<file path="src/hw/rtl/tvx_pkg.sv">
// ----------------------------------------------------------------------------
// tvx_pkg
// Types, constants and decode helpers shared by the toy VM instruction executor.
// ----------------------------------------------------------------------------
package tvx_pkg;

   localparam int DATA_W      = 32;
   localparam int NUM_REGS    = 8;
   localparam int STACK_DEPTH = 16;
   localparam int MEM_BYTES   = 4096;  // power of two

   localparam int RIDX_W = $clog2(NUM_REGS + 1);
   localparam int SP_W   = $clog2(STACK_DEPTH + 1);
   localparam int SI_W   = $clog2(STACK_DEPTH);
   localparam int MEM_AW = $clog2(MEM_BYTES);
   localparam int DIV_CW = $clog2(DATA_W);
   localparam int NUM_GP_OUT = 8;

   // opcodes
   localparam logic [7:0] OP_MOV  = 8'h8A;
   localparam logic [7:0] OP_XCHG = 8'h86;
   localparam logic [7:0] OP_ADD  = 8'h01;
   localparam logic [7:0] OP_SUB  = 8'h2B;
   localparam logic [7:0] OP_MUL  = 8'hF6;
   localparam logic [7:0] OP_DIV  = 8'hF7;
   localparam logic [7:0] OP_AND  = 8'h21;
   localparam logic [7:0] OP_OR   = 8'h09;
   localparam logic [7:0] OP_XOR  = 8'h31;
   localparam logic [7:0] OP_PUSH = 8'h50;
   localparam logic [7:0] OP_POP  = 8'h58;
   localparam logic [7:0] OP_INC  = 8'h40;
   localparam logic [7:0] OP_DEC  = 8'h48;
   localparam logic [7:0] OP_ABS  = 8'hFA;
   localparam logic [7:0] OP_NEG  = 8'hF8;
   localparam logic [7:0] OP_NOT  = 8'hF9;

   // addressing modes
   localparam logic [3:0] MODE_REG  = 4'h0;
   localparam logic [3:0] MODE_IMM  = 4'h1;
   localparam logic [3:0] MODE_DIR  = 4'h2;
   localparam logic [3:0] MODE_IND  = 4'h3;
   localparam logic [3:0] MODE_NONE = 4'hF;

   localparam logic [DATA_W-1:0] SIGN_MASK = 32'h8000_0000;
   localparam logic [DATA_W-1:0] ABS_MASK  = 32'h7FFF_FFFF;

   typedef enum logic [2:0] {
      ST_OK          = 3'd0,
      ST_UNKNOWN     = 3'd1,
      ST_BAD_MODE    = 3'd2,
      ST_WRITE_IMM   = 3'd3,
      ST_STACK_EMPTY = 3'd4,
      ST_STACK_FULL  = 3'd5,
      ST_DIV_ZERO    = 3'd6,
      ST_BAD_REG     = 3'd7
   } stat_code_type;

   typedef enum logic [1:0] {
      KIND_NONE,
      KIND_UNARY,
      KIND_BINARY
   } op_kind_type;

   typedef enum logic [1:0] {
      WS_RESULT,
      WS_V1,
      WS_V2
   } wsrc_type;

   typedef enum logic [3:0] {
      CS_CLEAR,
      CS_IDLE,
      CS_CHECK,
      CS_FETCH,
      CS_RD,
      CS_RDW,
      CS_PUSH,
      CS_POP,
      CS_POPW,
      CS_EXEC,
      CS_DIVW,
      CS_STORE,
      CS_WR,
      CS_FIN,
      CS_RSP
   } ctrl_state_type;

   typedef struct packed {
      logic [7:0]        opcode;
      logic [7:0]        addr_mode;
      logic [DATA_W-1:0] first_operand;
      logic [DATA_W-1:0] second_operand;
   } req_payload_type;

   typedef struct packed {
      logic [2:0]        status;
      logic [DATA_W-1:0] written_value;
      logic [DATA_W-1:0] acc_value;
      logic [DATA_W-1:0] gp0_value;
      logic [DATA_W-1:0] gp1_value;
      logic [DATA_W-1:0] gp2_value;
      logic [DATA_W-1:0] gp3_value;
      logic [DATA_W-1:0] gp4_value;
      logic [DATA_W-1:0] gp5_value;
      logic [DATA_W-1:0] gp6_value;
      logic [DATA_W-1:0] gp7_value;
   } rsp_payload_type;

   typedef struct packed {
      logic          load_item;
      logic          opsel;      // 0 destination, 1 source
      logic          ld_direct;
      logic          addr_load;
      logic          mem_rd;
      logic          mem_wr;
      logic [1:0]    byte_idx;
      logic          reg_wr;
      wsrc_type      wsrc;
      logic          alu_go;
      logic          div_start;
      logic          push;
      logic          pop;
      logic          pop_load;
      logic          finish;
      stat_code_type code;
   } dp_cmd_type;

   typedef struct packed {
      logic          clr_busy;
      logic          err_valid;
      stat_code_type err_code;
      logic          is_push;
      logic          is_pop;
      logic          is_xchg;
      logic          is_div;
      logic          is_abs;
      logic          unary;
      logic          dst_mem;
      logic          src_mem;
      logic          dst_imm;
      logic          src_imm;
      logic          stk_full;
      logic          stk_empty;
      logic          v1_neg;
      logic          v2_zero;
      logic          div_done;
   } dp_stat_type;

   function automatic op_kind_type op_kind(input logic [7:0] op);
      op_kind_type k;
      unique case (op)
         OP_PUSH, OP_POP, OP_INC, OP_DEC, OP_ABS, OP_NEG, OP_NOT: k = KIND_UNARY;
         OP_MOV, OP_XCHG, OP_ADD, OP_SUB, OP_MUL, OP_DIV, OP_AND, OP_OR, OP_XOR:
            k = KIND_BINARY;
         default: k = KIND_NONE;
      endcase
      return k;
   endfunction

   function automatic logic is_bad_reg(input logic [3:0] mode, input logic [DATA_W-1:0] opnd);
      return ((mode == MODE_REG) || (mode == MODE_IND)) && (opnd > DATA_W'(NUM_REGS));
   endfunction

endpackage

</file>
<file path="src/hw/rtl/tvx_ctrl.sv">
// ----------------------------------------------------------------------------
// tvx_ctrl
// Sequencer: checks, operand fetch, execute, write back and result handshake.
// ----------------------------------------------------------------------------
module tvx_ctrl (
   input  logic                 clock,
   input  logic                 reset,
   input  logic                 req_valid,
   output logic                 req_ready,
   output logic                 rsp_valid,
   input  logic                 rsp_ready,
   input  tvx_pkg::dp_stat_type stat,
   output tvx_pkg::dp_cmd_type  cmd
);
   import tvx_pkg::*;

   ctrl_state_type state_ff, state_in;
   logic           side_ff, side_in;
   logic [1:0]     cnt_ff, cnt_in;
   wsrc_type       wsrc_ff, wsrc_in;
   stat_code_type  code_ff, code_in;
   logic           side_mem;

   assign side_mem = side_ff ? stat.src_mem : stat.dst_mem;

   always_ff @(posedge clock) begin
      if (reset) begin
         state_ff <= CS_CLEAR;
         side_ff  <= 1'b0;
         cnt_ff   <= '0;
         wsrc_ff  <= WS_RESULT;
         code_ff  <= ST_OK;
      end else begin
         state_ff <= state_in;
         side_ff  <= side_in;
         cnt_ff   <= cnt_in;
         wsrc_ff  <= wsrc_in;
         code_ff  <= code_in;
      end
   end

   // next state
   always_comb begin
      state_in = state_ff;
      side_in  = side_ff;
      cnt_in   = cnt_ff;
      wsrc_in  = wsrc_ff;
      code_in  = code_ff;
      unique case (state_ff)
         CS_CLEAR: if (!stat.clr_busy) state_in = CS_IDLE;
         CS_IDLE: if (req_valid) state_in = CS_CHECK;
         CS_CHECK: begin
            side_in  = 1'b0;
            state_in = CS_FETCH;
            if (stat.err_valid) begin
               code_in  = stat.err_code;
               state_in = CS_FIN;
            end else if (stat.is_push && stat.stk_full) begin
               code_in  = ST_STACK_FULL;
               state_in = CS_FIN;
            end else if (stat.is_pop) begin
               state_in = CS_POP;
               if (stat.stk_empty) begin
                  code_in  = ST_STACK_EMPTY;
                  state_in = CS_FIN;
               end else if (stat.dst_imm) begin
                  code_in  = ST_WRITE_IMM;
                  state_in = CS_FIN;
               end
            end
         end
         CS_FETCH, CS_RDW: begin
            if (state_ff == CS_FETCH && side_mem) begin
               cnt_in   = '0;
               state_in = CS_RD;
            end else if (!side_ff && !stat.unary) begin
               side_in  = 1'b1;
               state_in = CS_FETCH;
            end else if (stat.is_push) begin
               state_in = CS_PUSH;
            end else begin
               state_in = CS_EXEC;
            end
         end
         CS_RD: begin
            cnt_in = cnt_ff + 1'b1;
            if (cnt_ff == 2'd3) state_in = CS_RDW;
         end
         CS_PUSH: begin
            code_in  = ST_OK;
            state_in = CS_FIN;
         end
         CS_POP: state_in = CS_POPW;
         CS_POPW: begin
            side_in  = 1'b0;
            wsrc_in  = WS_RESULT;
            state_in = CS_STORE;
         end
         CS_EXEC: begin
            side_in  = 1'b0;
            wsrc_in  = WS_RESULT;
            state_in = CS_STORE;
            code_in  = ST_WRITE_IMM;
            if (stat.unary) begin
               if (stat.is_abs && !stat.v1_neg) begin
                  code_in  = ST_OK;
                  state_in = CS_FIN;
               end else if (stat.dst_imm) begin
                  state_in = CS_FIN;
               end
            end else if (stat.is_xchg) begin
               wsrc_in = WS_V2;
               if (stat.dst_imm || stat.src_imm) state_in = CS_FIN;
            end else if (stat.is_div && stat.v2_zero) begin
               code_in  = ST_DIV_ZERO;
               state_in = CS_FIN;
            end else if (stat.dst_imm) begin
               state_in = CS_FIN;
            end else if (stat.is_div) begin
               state_in = CS_DIVW;
            end
         end
         CS_DIVW: if (stat.div_done) state_in = CS_STORE;
         CS_STORE, CS_WR: begin
            if (state_ff == CS_STORE && side_mem) begin
               cnt_in   = '0;
               state_in = CS_WR;
            end else if (state_ff == CS_WR && cnt_ff != 2'd3) begin
               cnt_in = cnt_ff + 1'b1;
            end else if (stat.is_xchg && !side_ff) begin
               side_in  = 1'b1;
               wsrc_in  = WS_V1;
               state_in = CS_STORE;
            end else begin
               code_in  = ST_OK;
               state_in = CS_FIN;
            end
         end
         CS_FIN: state_in = CS_RSP;
         CS_RSP: if (rsp_ready) state_in = CS_IDLE;
         default: state_in = CS_CLEAR;
      endcase
   end

   // outputs
   always_comb begin
      req_ready  = 1'b0;
      rsp_valid  = 1'b0;
      cmd        = '0;
      cmd.wsrc   = wsrc_ff;
      cmd.opsel  = side_ff;
      cmd.code   = code_ff;
      unique case (state_ff)
         CS_IDLE: begin
            req_ready     = 1'b1;
            cmd.load_item = req_valid;
         end
         CS_FETCH: begin
            cmd.ld_direct = !side_mem;
            cmd.addr_load = side_mem;
         end
         CS_RD: begin
            cmd.mem_rd   = 1'b1;
            cmd.byte_idx = cnt_ff;
         end
         CS_PUSH:  cmd.push     = 1'b1;
         CS_POP:   cmd.pop      = 1'b1;
         CS_POPW:  cmd.pop_load = 1'b1;
         CS_EXEC: begin
            cmd.alu_go    = !stat.is_div;
            // only start the divider when its quotient will be waited for
            cmd.div_start = stat.is_div && !stat.v2_zero && !stat.dst_imm;
         end
         CS_STORE: begin
            cmd.addr_load = side_mem;
            cmd.reg_wr    = !side_mem;
         end
         CS_WR: begin
            cmd.mem_wr   = 1'b1;
            cmd.byte_idx = cnt_ff;
         end
         CS_FIN: cmd.finish = 1'b1;
         CS_RSP: rsp_valid  = 1'b1;
         default: ;
      endcase
   end

endmodule

</file>
<file path="config.mk">
export PLATFORM = sky130hd
export DESIGN_NAME = tvx_ctrl
export DESIGN_NICKNAME = d
export VERILOG_FILES = /design/src/hw/rtl/tvx_pkg.sv /design/src/hw/rtl/tvx_ctrl.sv
export SDC_FILE = /design/constraint.sdc
export NUM_CORES = 1
export LEC_CHECK = 0
export ABC_AREA = 0
export BUFFER_PORTS_ARGS = -buffer_cell sky130_fd_sc_hd__buf_2
export CAP_MARGIN = 20
export CORE_ASPECT_RATIO = 0.5
export CORE_MARGIN = 1.5
export CORE_UTILIZATION = 45
export CTS_CLUSTER_DIAMETER = 100
export DETAILED_ROUTE_END_ITERATION = 7
export MAX_ROUTING_LAYER = met4
export PLACE_DENSITY_LB_ADDON = 0.12
export SETUP_SLACK_MARGIN = 0.4
export SLEW_MARGIN = 20
export SYNTH_ARGS = -nofsm -noshare
export SYNTH_HDL_FRONTEND = slang
export SYNTH_SLANG_ARGS = --single-unit
</file>
<file path="constraint.sdc">
create_clock -name clock -period 1.7 [get_ports clock]
set_input_delay 0.34 -clock clock [delete_from_list [all_inputs] [get_ports clock]]
set_output_delay 0.34 -clock clock [all_outputs]
set_load 0.1 [all_outputs]
</file>
==> results of run 1 <==
-- stage by stage --
step	cell area, sq um	hold slack [ns]
after floorplan	1480	0.492
after global placement	2120	0.477
after detailed placement	2120	0.493
-- synth_stat cells (3+ instances only) --
master,count
sky130_fd_sc_hd__a211oi_1,3
sky130_fd_sc_hd__a21oi_1,9
sky130_fd_sc_hd__and3b_1,3
sky130_fd_sc_hd__buf_2,5
sky130_fd_sc_hd__buf_4,5
sky130_fd_sc_hd__dfxtp_1,12
sky130_fd_sc_hd__inv_1,6
sky130_fd_sc_hd__mux2i_1,4
sky130_fd_sc_hd__nand2_1,9
sky130_fd_sc_hd__nand2b_1,5
sky130_fd_sc_hd__nand3_1,4
sky130_fd_sc_hd__nor2_1,22
sky130_fd_sc_hd__nor2b_1,4
sky130_fd_sc_hd__nor3_1,7
sky130_fd_sc_hd__nor3b_1,4
sky130_fd_sc_hd__nor4b_1,3
sky130_fd_sc_hd__o21ai_0,9
sky130_fd_sc_hd__o21ai_1,4
-- logic make-up after synthesis --
group | Yosys count | synth area share (%)
compound gates | 52 | 31.4
buf+inv | 17 | 6.91
xor+xnor | 1 | 0.682
mux | 6 | 5.06
flops | 12 | 18.7
simple gates | 79 | 36.3
fa+ha+maj | 1 | 0.974
==> flow_metrics.env, run 1 <==
export IMPL_status="did not finish"
export IMPL_stop_stage="4_1_cts"
export IMPL_tool_error="[ERROR DPL-0038] Utilization greater than 100%, impossible to legalize"
export IMPL_synth_ff_type="sky130_fd_sc_hd__dfxtp_1"
export IMPL_place_port_buffers=45
export IMPL_synth_top_cell_area_share_pct=18.7
export IMPL_clkSinkCount=12
export IMPL_netlist_area_sq_um=1280
export IMPL_postSynthCellCount=168
export IMPL_die_height_um=40.8
export IMPL_synth_top_area_cell="sky130_fd_sc_hd__dfxtp_1"
export IMPL_i_o_pin_count=46
export IMPL_die_width_um=78.6
export IMPL_floorplan_initialDensity_pct=48.5
export IMPL_synth_ff_latch_count=12
export IMPL_async_reset_ff_share_pct=0
export IMPL_post_place_ws_ns=-0.0648
export IMPL_clockBufferDepth=2
export IMPL_synth_avg_cell_area_sq_um=7.65
export IMPL_placedCellCount=265
export IMPL_finalWeightedCongestion=0.993
export IMPL_synth_edf_count=0
export IMPL_post_cts_setup_buffers=29
export IMPL_number_of_rows_created_at_floorplan=13
export IMPL_post_cts_resized=79
export IMPL_tritoncts_buffer_count=3
export IMPL_synth_nets=193
export IMPL_detailed_place_hpwl_um=3840
export IMPL_cts_root_buffer="sky130_fd_sc_hd__clkbuf_8"
export IMPL_synth_top_cells_by_area="sky130_fd_sc_hd__dfxtp_1, sky130_fd_sc_hd__nor2_1, sky130_fd_sc_hd__a21oi_1"
export IMPL_yosysSeqAreaShare_pct=18.7
export IMPL_synth_distinct_cells=59
export IMPL_cts_hold_buffers=0
export IMPL_h_tree_depth=1
export IMPL_synth_warning_count=0
==> run 2, diff against run 1 <==
--- a/config.mk
+++ b/config.mk
@@ -8,14 +8,10 @@
 export ABC_AREA = 0
 export BUFFER_PORTS_ARGS = -buffer_cell sky130_fd_sc_hd__buf_2
 export CAP_MARGIN = 20
-export CORE_ASPECT_RATIO = 0.5
-export CORE_MARGIN = 1.5
-export CORE_UTILIZATION = 45
-export CTS_CLUSTER_DIAMETER = 100
+export CORE_AREA = 2 2 63 65
 export DETAILED_ROUTE_END_ITERATION = 7
-export MAX_ROUTING_LAYER = met4
-export PLACE_DENSITY_LB_ADDON = 0.12
-export SETUP_SLACK_MARGIN = 0.4
+export DIE_AREA = 0 0 65 67
+export PLACE_DENSITY_LB_ADDON = 0.15
 export SLEW_MARGIN = 20
 export SYNTH_ARGS = -nofsm -noshare
 export SYNTH_HDL_FRONTEND = slang
==> constraint.sdc (replaced) <==
create_clock -name clock -period 2.2 [get_ports clock]
set_input_delay 0.44 -clock clock [delete_from_list [all_inputs] [get_ports clock]]
set_output_delay 0.44 -clock clock [all_outputs]
set_load 0.1 [all_outputs]
==> flow_metrics.env, run 2 <==
export IMPL_drive_above_1_share_pct=40.8
export IMPL_synth_commonest_cells="sky130_fd_sc_hd__nor2_1, sky130_fd_sc_hd__dfxtp_1, sky130_fd_sc_hd__a21oi_1, sky130_fd_sc_hd__nand2_1, sky130_fd_sc_hd__o21ai_0"
export IMPL_via_count=1543
export IMPL_worstPathArrival_ns=1.61
export IMPL_async_reset_ff_share_pct=0
export IMPL_via_per_inst=5.80
export IMPL_grt_setup_unrepaired="false"
export IMPL_cts_tree="yes"
export IMPL_tightest_slew_ns=0.514
export IMPL_grt_antenna_before_repair=0
export IMPL_cts_root_buffer="sky130_fd_sc_hd__clkbuf_8"
export IMPL_timing_final_setup_violations=0
export IMPL_hp_start="wsrc_ff[1]"
export IMPL_critPathKind="flop to output pin"
export IMPL_number_of_rows_created_at_floorplan=22
export IMPL_cts_hold_buffers=0
export IMPL_globalRouteTotalUtil_pct=22.0
export IMPL_finalWorstPathRequiredPeriod_ns=2.05
export IMPL_clock_power_share_pct=8.1
export IMPL_status="completed"
export IMPL_mostFrequentLayoutCells="sky130_fd_sc_hd__buf_2, sky130_fd_sc_hd__nor2_1, sky130_fd_sc_hd__buf_12, sky130_fd_sc_hd__buf_4"
export IMPL_worst_path_buf_inv=2
export IMPL_postSynthCellCount=168
export IMPL_critical_path_slowest_cell="sky130_fd_sc_hd__dfxtp_2"
export IMPL_reg_largest_list="state_ff: 4 flops, code_ff: 3 flops"
export IMPL_drt_initial_drc_count=99
export IMPL_clock_fmax_mhz=487
export IMPL_drc_errors=0
export IMPL_largest_register="state_ff"
export IMPL_layout_cells_non_filler=266
export IMPL_synth_ff_type="sky130_fd_sc_hd__dfxtp_1"
export IMPL_synth_top_cells_by_area="sky130_fd_sc_hd__dfxtp_1, sky130_fd_sc_hd__nor2_1, sky130_fd_sc_hd__a21oi_1"
export IMPL_finalWeightedCongestion=1.01
export IMPL_timing_critical_path_from="state_ff[2]"
export IMPL_floorplan_initialDensity_pct=35.6
export IMPL_grt_pass1_wl_um=7380
export IMPL_max_cap_violations=0
export IMPL_maximum_number_of_pins_on_one_net_before_global_route_repair=16
export IMPL_synth_ff_latch_count=12
export IMPL_combPwrFrac_pct=73.1
export IMPL_slew_headroom_pct=65.7
export IMPL_die_width_um=65
export IMPL_post_cts_setup_buffers=0
export IMPL_final_min_period_over_clock_period_pct=93.3
export IMPL_final_max_slew_violation_count=0
export IMPL_post_cts_resized=0
export IMPL_place_port_buffers=45
export IMPL_power_mw=2.37
export IMPL_number_of_flip_flops_in_the_largest_register=4
export IMPL_synth_top_area_cell="sky130_fd_sc_hd__dfxtp_1"
export IMPL_mostFrequentLayoutCell="sky130_fd_sc_hd__buf_2"
export IMPL_critPathLaunchType="flop"
export IMPL_path_cells="buf_4 -> and2b_1 -> nand2_1 -> nor2_1 -> buf_12"
export IMPL_synth_warning_count=0
export IMPL_synth_edf_count=0
export IMPL_power_density_nw_per_um2=1210
export IMPL_cp_end_kind="output pin"
export IMPL_area_growth_pct=52.3
export IMPL_power_switching_fraction_pct=56.0
export IMPL_worstReg2RegStart="side_ff"
export IMPL_post_route_worst_setup_slack_ns=0.146
export IMPL_h_tree_depth=1
export IMPL_clkSinkCount=12
export IMPL_path_max_fanout=15
export IMPL_placedCellCount=263
export IMPL_core_region_area_sq_um=3610
export IMPL_clk_pin_slew_ns=0.05
export IMPL_yosys_cell_count_top_type="sky130_fd_sc_hd__nor2_1"
export IMPL_design_die_area_sq_um=4360
export IMPL_clock_latency_ns=0.23
export IMPL_netlist_area_sq_um=1280
export IMPL_synth_nets=193
export IMPL_i_o_pin_count=46
export IMPL_path_delay_family="simple AND/OR/NAND/NOR gates"
export IMPL_die_height_um=67
export IMPL_hp_class="flop to flop"
export IMPL_cpPeakStageDelay_ns=0.40
export IMPL_avgRoutedWirePerCell_um=16.8
export IMPL_layout_nets=245
export IMPL_setup_tns_final_ns=0
export IMPL_net_switching_power_mw=1.33
export IMPL_gr_total_overflow=0
export IMPL_drt_pass1_iter_count=4
export IMPL_yosysSeqAreaShare_pct=18.7
export IMPL_cell_internal_pwr_mw=1.04
export IMPL_via_count_of_the_first_global_routing_pass=1490
export IMPL_synth_distinct_cells=59
export IMPL_synth_avg_cell_area_sq_um=7.65
export IMPL_drt_wl_total_um=4470
export IMPL_clockBufferDepth=2
export IMPL_static_leakage_power_nw=0.802
export IMPL_post_place_ws_ns=0.284
export IMPL_tritoncts_buffer_count=3
export IMPL_hold_violations=0
export IMPL_worst_ir_drop_vdd_mv=0.847
export IMPL_crit_required_ns=1.76
export IMPL_detailed_place_hpwl_um=3640
export IMPL_diodes=0
export IMPL_timing_clock_skew_ns=0.000296
export IMPL_seq_power_share_pct=18.8
export IMPL_synth_top_cell_area_share_pct=18.7
export IMPL_postRouteAntennaNets=0
run 2: kinds of logic (layout without fill, tap and decap cells):
group | Yosys count | count (layout) | share of synthesized area (%)
AOI/OAI and AO/OA | 52 | 52 | 31.4
and+or+nand+nor | 79 | 79 | 36.3
muxes | 6 | 6 | 5.06
adders and majority gates | 1 | 1 | 0.974
xor gates and xnor gates | 1 | 1 | 0.682
buffers and inverters | 17 | 67 | 6.91
DFF | 12 | 12 | 18.7
run 2: layer usage:
| layer | up-vias | GRT usage (%) | part of all wire [%] |
|---|---|---|---|
| met5 | - | 0 | 0 |
| met4 | 0 | 6.91 | 2.1 |
| met3 | 10 | 4.90 | 7.3 |
| met2 | 64 | 37.8 | 49 |
| met1 | 741 | 27.3 | 42 |
| li1 | 728 | - | - |
run 2: power by group through the flow:
stage          Clock, mW  Sequential, mW  Combinational, mW
4_1_cts            0.195           0.432               1.72
3_3_place_gp           0           0.431               1.72
2_1_floorplan          0           0.480               1.17
5_1_grt            0.205           0.464               1.82
3_5_place_dp           0           0.436               1.72
6_report           0.192           0.444               1.73
run 2: path summary, 6_finish.rpt:
path                      to  slack, ns  cells after the start
hold / removal    wsrc_ff[1]       0.48                      2
setup reg to reg  code_ff[0]       0.45                      5
hold reg to reg   wsrc_ff[1]       0.48                      2
setup / recovery     cmd[11]       0.15                      5
run 2: metrics by stage:
| stage | cell area [sq um] | util (%) | hold slack, ns |
|---|---|---|---|
| after detailed placement | 1910 | 52.9 | 0.476 |
| after CTS | 1950 | 54.1 | 0.487 |
| after floorplan | 1350 | - | 0.483 |
| after global placement | 1910 | 52.9 | 0.469 |
| final | 1960 | 54.3 | 0.484 |
| after global routing | 1960 | 54.3 | 0.513 |
run 2: tightest hold or removal path, stage by stage, from the launching register on:
cell and delay [ns]:
sky130_fd_sc_hd__dfxtp_1 0.32, sky130_fd_sc_hd__a21oi_1 0.06, sky130_fd_sc_hd__nor2_1 0.07
run 2: area by class of cell:
cell class,instances,area (sq um)
clock buffers,3,41.3
fillers,340,1650
inverters,6,22.5
multi-input cells,139,1020
flip-flops and latches,12,245
well taps,48,60.1
repair buffers,58,563
No activity file was read; power rests on OpenSTA's default activity.
